## src/design/multi_queue_linked_list_manager_assert.svh

```systemverilog
// Assertion macros for the multi-queue linked-list manager.
// Depends on a clock named clk and an active-low reset named arst_n in scope.
`ifndef MULTI_QUEUE_LINKED_LIST_MANAGER_ASSERT_SVH
`define MULTI_QUEUE_LINKED_LIST_MANAGER_ASSERT_SVH
`ifndef SYNTHESIS
`define MQLL_ASSERT(lbl, prop) \
	lbl: assert property (@(posedge clk) disable iff (!arst_n) prop) \
		else $error("mqll assertion failed");
`define MQLL_ASSERT_NEXT(lbl, cond, expr) \
	lbl: assert property (@(posedge clk) disable iff (!arst_n) (cond) |=> (expr)) \
		else $error("mqll assertion failed");
`else
`define MQLL_ASSERT(lbl, prop)
`define MQLL_ASSERT_NEXT(lbl, cond, expr)
`endif
`endif

```

## src/design/mqll_pkg.sv

```systemverilog
// Package for the multi-queue linked-list manager: sizes and op codes.
// No dependencies.
package mqll_pkg;
	localparam int NODES     = 64;
	localparam int LOCATIONS = 16;
	localparam int TAG_BITS  = 16;
	localparam int QUEUES    = 2 * LOCATIONS;
	localparam int NW        = $clog2(NODES);
	localparam int LW        = (LOCATIONS > 1) ? $clog2(LOCATIONS) : 1;
	localparam int QW        = $clog2(QUEUES);

	typedef enum logic [2:0] {
		OP_APPEND_FREE = 3'd0,
		OP_APPEND_BUSY = 3'd1,
		OP_MOVE_FREE   = 3'd2,
		OP_MOVE_BUSY   = 3'd3,
		OP_PEEK        = 3'd4
	} op_t;
endpackage

```

## src/design/mqll_ram.sv

```systemverilog
// Generic single-write, single-read synchronous RAM with a registered read port.
// No dependencies.
module mqll_ram #(
	parameter int WIDTH = 8,
	parameter int DEPTH = 64
) (
	input  logic                     clk,
	input  logic                     we,
	input  logic [$clog2(DEPTH)-1:0] waddr,
	input  logic [WIDTH-1:0]         wdata,
	input  logic                     re,
	input  logic [$clog2(DEPTH)-1:0] raddr,
	output logic [WIDTH-1:0]         rdata
);
	logic [WIDTH-1:0] mem [DEPTH];

	// write port
	always_ff @(posedge clk) begin
		if (we) begin
			mem[waddr] <= wdata;
		end
	end

	// registered read, holds when not enabled
	always_ff @(posedge clk) begin
		if (re) begin
			rdata <= mem[raddr];
		end
	end
endmodule

```

## src/design/multi_queue_linked_list_manager.sv

```systemverilog
// Multi-queue linked-list manager: doubly linked FIFO queues over a node pool.
// Append/move walk unlink, tail read, append, head read, tag read and output.
// One item at a time; the link, tail and head memory ports are walked in sequence.
// Peek starts at the head read. A new item waits until output is done, which an output stall holds.
// Reset: all queues empty, all nodes unlinked; null links kept as valid bits.
// Depends on mqll_pkg, mqll_ram and the assertion macro header.
`include "multi_queue_linked_list_manager_assert.svh"
module multi_queue_linked_list_manager (
	input  logic                         clk,
	input  logic                         arst_n,
	input  logic                         in_valid,
	output logic                         in_stall,
	input  logic [2:0]                   op,
	input  logic [5:0]                   node,
	input  logic [3:0]                   location,
	input  logic [15:0]                  manager_id,
	input  logic [15:0]                  vehicle_id,
	output logic                         out_valid,
	input  logic                         out_stall,
	output logic                         head_valid,
	output logic [5:0]                   head_node,
	output logic [15:0]                  head_manager,
	output logic [15:0]                  head_vehicle
);
	import mqll_pkg::*;

	typedef enum logic [2:0] {S_IDLE, S_UNL, S_RDT, S_APP, S_RDH, S_TAG, S_OUT} state_t;

	state_t                state_q;
	logic [NW-1:0]         n_q;
	logic [LW-1:0]         loc_q;
	logic                  append_q;
	logic [QW-1:0]         qn_q;
	logic [TAG_BITS-1:0]   mgr_q, veh_q;
	logic [NW-1:0]         h_q;
	logic                  hok_q;
	logic                  out_valid_q, head_valid_q;
	logic [5:0]            head_node_q;
	logic [15:0]           head_manager_q, head_vehicle_q;

	// null tracking: a clear bit means the pointer is null
	logic [NODES-1:0]      linked_q, nv_q, pv_q;
	logic [QUEUES-1:0]     hv_q, tv_q;

	// memory ports
	logic                  nxt_we, prv_we, own_we, tag_we, hd_we, tl_we;
	logic [NW-1:0]         nxt_wa, nxt_wd, prv_wa, prv_wd, own_wa;
	logic [QW-1:0]         own_wd, hd_wa, tl_wa, hd_ra, tl_ra;
	logic [NW-1:0]         hd_wd, tl_wd;
	logic                  lnk_re, hd_re, tl_re, tag_re;
	logic [NW-1:0]         lnk_ra, tag_ra;
	logic [NW-1:0]         nxt_rd, prv_rd, hd_rd, tl_rd;
	logic [QW-1:0]         own_rd;
	logic [2*TAG_BITS-1:0] tag_rd;

	logic                  in_xfer, loc_ok, node_ok, is_link_op;

	assign in_stall   = (state_q != S_IDLE);
	assign in_xfer    = in_valid && !in_stall;
	assign loc_ok     = (32'(location) < LOCATIONS);
	assign node_ok    = (32'(node) < NODES);
	assign is_link_op = (op == OP_APPEND_FREE) || (op == OP_APPEND_BUSY) ||
	                    (op == OP_MOVE_FREE) || (op == OP_MOVE_BUSY);

	mqll_ram #(.WIDTH(NW), .DEPTH(NODES)) u_next (.clk(clk), .we(nxt_we),
		.waddr(nxt_wa), .wdata(nxt_wd), .re(lnk_re), .raddr(lnk_ra), .rdata(nxt_rd));
	mqll_ram #(.WIDTH(NW), .DEPTH(NODES)) u_prev (.clk(clk), .we(prv_we),
		.waddr(prv_wa), .wdata(prv_wd), .re(lnk_re), .raddr(lnk_ra), .rdata(prv_rd));
	mqll_ram #(.WIDTH(QW), .DEPTH(NODES)) u_owner (.clk(clk), .we(own_we),
		.waddr(own_wa), .wdata(own_wd), .re(lnk_re), .raddr(lnk_ra), .rdata(own_rd));
	mqll_ram #(.WIDTH(2*TAG_BITS), .DEPTH(NODES)) u_tag (.clk(clk), .we(tag_we),
		.waddr(n_q), .wdata({mgr_q, veh_q}), .re(tag_re), .raddr(tag_ra), .rdata(tag_rd));
	mqll_ram #(.WIDTH(NW), .DEPTH(QUEUES)) u_head (.clk(clk), .we(hd_we),
		.waddr(hd_wa), .wdata(hd_wd), .re(hd_re), .raddr(hd_ra), .rdata(hd_rd));
	mqll_ram #(.WIDTH(NW), .DEPTH(QUEUES)) u_tail (.clk(clk), .we(tl_we),
		.waddr(tl_wa), .wdata(tl_wd), .re(tl_re), .raddr(tl_ra), .rdata(tl_rd));

	// memory access per step
	always_comb begin
		nxt_we = 1'b0; nxt_wa = '0; nxt_wd = '0;
		prv_we = 1'b0; prv_wa = '0; prv_wd = '0;
		own_we = 1'b0; own_wa = n_q; own_wd = qn_q;
		tag_we = 1'b0;
		hd_we  = 1'b0; hd_wa = '0; hd_wd = '0;
		tl_we  = 1'b0; tl_wa = '0; tl_wd = '0;
		lnk_re = in_xfer; lnk_ra = node[NW-1:0];
		tl_re  = (state_q == S_RDT); tl_ra = qn_q;
		hd_re  = (state_q == S_RDH); hd_ra = {loc_q, 1'b0};
		tag_re = (state_q == S_TAG); tag_ra = hd_rd;
		case (state_q)
			S_UNL: begin
				tag_we = append_q;
				if (linked_q[n_q]) begin
					if (pv_q[n_q]) begin
						nxt_we = nv_q[n_q]; nxt_wa = prv_rd; nxt_wd = nxt_rd;
					end else begin
						hd_we = nv_q[n_q]; hd_wa = own_rd; hd_wd = nxt_rd;
					end
					if (nv_q[n_q]) begin
						prv_we = pv_q[n_q]; prv_wa = nxt_rd; prv_wd = prv_rd;
					end else begin
						tl_we = pv_q[n_q]; tl_wa = own_rd; tl_wd = prv_rd;
					end
				end
			end
			S_APP: begin
				prv_we = tv_q[qn_q]; prv_wa = n_q; prv_wd = tl_rd;
				if (tv_q[qn_q]) begin
					nxt_we = 1'b1; nxt_wa = tl_rd; nxt_wd = n_q;
				end else begin
					hd_we = 1'b1; hd_wa = qn_q; hd_wd = n_q;
				end
				tl_we = 1'b1; tl_wa = qn_q; tl_wd = n_q;
				own_we = 1'b1;
			end
			default: ;
		endcase
	end

	// sequencer, null bits and output register
	always_ff @(posedge clk or negedge arst_n) begin
		if (!arst_n) begin
			state_q     <= S_IDLE;
			linked_q    <= '0;
			nv_q        <= '0;
			pv_q        <= '0;
			hv_q        <= '0;
			tv_q        <= '0;
			out_valid_q <= 1'b0;
			hok_q       <= 1'b0;
		end else begin
			if (out_valid_q && !out_stall && state_q != S_OUT) begin
				out_valid_q <= 1'b0;
			end
			case (state_q)
				S_IDLE: begin
					if (in_xfer) begin
						n_q      <= node[NW-1:0];
						loc_q    <= location[LW-1:0];
						append_q <= (op == OP_APPEND_FREE) || (op == OP_APPEND_BUSY);
						qn_q     <= {location[LW-1:0], op[0]};
						mgr_q    <= manager_id[TAG_BITS-1:0];
						veh_q    <= vehicle_id[TAG_BITS-1:0];
						hok_q    <= 1'b0;
						if (!loc_ok) begin
							state_q <= S_OUT;
						end else if (is_link_op && node_ok) begin
							state_q <= S_UNL;
						end else begin
							state_q <= S_RDH;
						end
					end
				end
				S_UNL: begin
					if (linked_q[n_q]) begin
						if (pv_q[n_q]) begin
							nv_q[prv_rd] <= nv_q[n_q];
						end else begin
							hv_q[own_rd] <= nv_q[n_q];
						end
						if (nv_q[n_q]) begin
							pv_q[nxt_rd] <= pv_q[n_q];
						end else begin
							tv_q[own_rd] <= pv_q[n_q];
						end
					end
					linked_q[n_q] <= 1'b0;
					state_q <= S_RDT;
				end
				// the node becomes the new tail, so its next link is null
				S_RDT: begin
					nv_q[n_q] <= 1'b0;
					state_q   <= S_APP;
				end
				S_APP: begin
					pv_q[n_q] <= tv_q[qn_q];
					if (tv_q[qn_q]) begin
						nv_q[tl_rd] <= 1'b1;
					end else begin
						hv_q[qn_q] <= 1'b1;
					end
					tv_q[qn_q]     <= 1'b1;
					linked_q[n_q]  <= 1'b1;
					state_q        <= S_RDH;
				end
				S_RDH: state_q <= S_TAG;
				S_TAG: begin
					h_q     <= hd_rd;
					hok_q   <= hv_q[{loc_q, 1'b0}];
					state_q <= S_OUT;
				end
				S_OUT: begin
					if (!out_valid_q || !out_stall) begin
						out_valid_q    <= 1'b1;
						head_valid_q   <= hok_q;
						head_node_q    <= hok_q ? 6'(h_q) : '0;
						head_manager_q <= hok_q ? 16'(tag_rd[2*TAG_BITS-1:TAG_BITS]) : '0;
						head_vehicle_q <= hok_q ? 16'(tag_rd[TAG_BITS-1:0]) : '0;
						state_q        <= S_IDLE;
					end
				end
				default: state_q <= S_IDLE;
			endcase
		end
	end

	assign out_valid    = out_valid_q;
	assign head_valid   = head_valid_q;
	assign head_node    = head_node_q;
	assign head_manager = head_manager_q;
	assign head_vehicle = head_vehicle_q;

	// sequencing checks
	`MQLL_ASSERT_NEXT(a_unl_then_tail, state_q == S_UNL, state_q == S_RDT)
	`MQLL_ASSERT_NEXT(a_app_links, state_q == S_APP, linked_q[n_q] && tv_q[qn_q] && hv_q[qn_q])
	`MQLL_ASSERT_NEXT(a_out_held, out_valid_q && out_stall, out_valid_q)
endmodule

```

## config.mk

```make
export PLATFORM = sky130hd
export DESIGN_NAME = multi_queue_linked_list_manager
export DESIGN_NICKNAME = d
export VERILOG_FILES = /design/src/design/mqll_pkg.sv /design/src/design/mqll_ram.sv /design/src/design/multi_queue_linked_list_manager.sv
export VERILOG_INCLUDE_DIRS = /design/src /design/src/design
export SDC_FILE = /design/constraint.sdc
export NUM_CORES = 2
export LEC_CHECK = 0
export BUFFER_PORTS_ARGS = -buffer_cell sky130_fd_sc_hd__buf_2
export CORE_ASPECT_RATIO = 0.5
export CORE_UTILIZATION = 45
export CTS_CLUSTER_DIAMETER = 80
export CTS_CLUSTER_SIZE = 10
export DETAILED_ROUTE_END_ITERATION = 8
export PLACE_DENSITY = 0.71
export SLEW_MARGIN = 20
export SYNTH_ARGS = -nofsm -noshare
export SYNTH_HDL_FRONTEND = slang
export SYNTH_SLANG_ARGS = --single-unit
```

## constraint.sdc

```tcl
create_clock -name clk -period 6.7 [get_ports clk]
set_input_delay 0.67 -clock clk [delete_from_list [all_inputs] [get_ports clk]]
set_output_delay 0.67 -clock clk [all_outputs]
set_load 0.05 [all_outputs]
```

==> results.yml <==
grt:
  grt_usage: 0.231
  grt_max_degree: 180
  grt_pass1_vias: 79054
  antenna_found_initial: 16
  grt_pass1_wl_mm: 572
  grt-ovfl-total: 0
drt:
  drtAntennaViolNets: 0
  drt_pass1_iterations: 7
  wl_mm: 399
  drtIter0Drc: 12186
  vias: 79566
  vias_per_cell: 6.45
  drt-wirelength-per-cell_um: 32.4
  drc: 0
logic_synthesis:
  synth.distinct_cells: 76
  syn_nets: 7472
  yosys_warnings: 0
  synthArstFlopShare: 0.0642
  ys.flop_type: "edfxtp_1"
  netlist_area_um2: 152000
  synth_edf_count: 3574
  synth_area_per_cell_um2: 20.5
  ys_seq_area_frac: 0.747
  synth_seq_cells: 3819
  synthCells: 7423
floorplan:
  die_area_um2: 340000
  core_area_um2: 335000
  die_height_um: 413
  die_w_um: 824
  initial_core_util: 0.454
  design.portCount: 90
  rows: 150
power:
  power_density_nw_per_um2: 329
  pwr-share-seq: 0.492
  leakagePower_nw: 53.6
  swShare: 0.255
  comb_power_share: 0.147
  pwr-share-clk: 0.361
  power.internal_mw: 41.8
  ir_worst_vdd_mv: 0.241
  power_switching_mw: 14.3
setup_path:
  required_ns: 7.24
  cp-start-kind: "register"
  path_class: "reg -> reg"
  endpoint_kind: "register"
  arrival_ns: 6.09
  cp_max_fo: 32
layout:
  fin_nets: 7760
  final_cell_mix: "edfxtp_1 (3574), mux4_2 (1111), clkbuf_16 (432)"
  layout_commonest_cell: "edfxtp_1"
  final_util: 0.509
  syn_to_final_growth_pct: 12.2
  drive_above_1_share: 0.265
clock_network:
  cts_max_path_buffers: 4
  post_cts_resized: 0
  root_buffer: "clkbuf_16"
  cts_tree: "yes"
  cts_htree_levels: 5
  clock-sinks: 3819
  clk_latency_ns: 0.95
  cts-buffers-inserted: 424
  clk_pin_slew_worst_paths_ns: 0.06
sta:
  finalSetupViolations: 0
  slew_headroom: 0.165
  hold_viol: 0
  timing.fmax_mhz: 180
  grt_setup_unrepaired: "false"
  setup_ws_ns: 1.15
  finalCriticalPeriod_ns: 5.55
  fin_crit_sh: 0.828
  tightest_slew_ns: 1.25
  clock-skew-final_ns: 0.0671
  setup_tns_ns: 0
  slew_viol_final: 0
place:
  dp_slack_ns: 1.43
  hpwl_mm: 233
  gp_congestion: 1.00
  io_buffers: 89
run:
  cap_violations: 0
status:
  status: "finished, final reports clean"
hold_path:
  hold_path_class: "in -> reg"
## sequential cells by signal, indices dropped and copies added (netlist names), 16 cells and up, named ones only
signal,flops
mgr_q,16
u_head.mem,96
pv_q,64
u_tag.mem,2048
head_vehicle,16
u_owner.mem,320
head_manager,16
veh_q,16
u_next.mem,384
u_prev.mem,384
u_tag.rdata,32
nv_q,64
u_tail.mem,192
tv_q,32
hv_q,16
## repair_timing
| item | CTS | global route |
|---|---|---|
| setup endpoints to repair | 0 | 0 |
| setup buffers | 0 | 0 |
| hold buffers | 33 | 0 |
| endpoints found under the hold margin | 53 | 0 |
## worst max-delay path, cell delays in order, from the launching register on
cell and delay [ns]:
edfxtp_1 0.35, buf_4 0.41, nor2b_1 0.98, a221oi_1 0.26
o22ai_1 0.25, a21oi_1 0.15, and3_1 0.46, o21ai_1 0.76
nand3_1 0.83, nor2_1 0.69
## layout make-up
type / count / area (um^2)
fillers: 25720 / 164000
flip-flops and latches: 3819 / 113000
multi-input cells: 3108 / 37100
clock buffers: 532 / 11200
well taps: 4484 / 5610
repair buffers: 345 / 2850
clock inverters: 17 / 221
inverters: 13 / 48.8
diodes: 10 / 25.0
## metrics by stage
stage	std cells	hold WS, ns	power (mW)	instance area (um^2)
2_1_floorplan	7423	0.374	33.3	152000
3_3_place_gp	11730	0.462	36.1	159000
3_5_place_dp	11733	0.454	36.2	159000
4_1_cts	12315	0.0690	56.2	170000
5_1_grt	12325	0.0761	57.6	171000
6_report	12328	0.110	56.1	171000
## cells in the mapped netlist (all sizes together) (22+ instances only)
cell | n | share of area
a21oi | 210 | 0.0069
a22oi | 56 | 0.0028
a31oi | 82 | 0.0034
and2 | 72 | 0.0030
buf | 173 | 0.0054
clkbuf | 310 | 0.0077
dfrtp | 245 | 0.040
edfxtp | 3574 | 0.71
mux2 | 81 | 0.0060
mux2i | 79 | 0.0052
mux4 | 1111 | 0.16
nand2 | 199 | 0.0049
nand2b | 29 | 0.0012
nand3 | 32 | 0.0011
nor2 | 440 | 0.011
nor2b | 22 | 0.00091
nor3 | 51 | 0.0017
o21ai | 287 | 0.0095
o22a | 54 | 0.0031
o22ai | 108 | 0.0044
## path summary, 6_finish.rpt
kind	from	end	slack (ns)	cells past startpoint
max	n_q[2]	u_prev.mem[2][0]	1.15	9
min	op[1]	append_q	0.11	2
max reg2reg	n_q[2]	u_prev.mem[2][0]	1.15	9
min reg2reg	u_head.rdata[5]	h_q[5]	0.47	0
max in group asynchronous	arst_n	pv_q[36]	4.40	5
min in group asynchronous	arst_n	tv_q[6]	0.25	2
## power by group through the flow
| stage | Clock (mW) | Combinational (mW) | Sequential, mW |
|---|---|---|---|
| CTS | 20.4 | 8.20 | 27.6 |
| global route | 21.3 | 8.69 | 27.6 |
| global placement | 0 | 8.04 | 28.1 |
| finish | 20.2 | 8.27 | 27.6 |
| floorplan | 0 | 5.31 | 28.0 |
| detailed placement | 0 | 8.15 | 28.1 |
## layer usage
layer | GRT usage | wire length (um)
met1 | 0.326 | 155000
met2 | 0.356 | 184000
met3 | 0.0485 | 42400
met4 | 0.0949 | 18200
met5 | 0 | 262
## kinds of logic after synthesis
kind of cell           synth area share
flip-flops                        0.747
multiplexers                      0.176
AND/OR/NAND/NOR                  0.0276
AO/OA/AOI/OAI                    0.0367
buffers and inverters            0.0134
No activity file was read; power rests on OpenSTA's default activity.
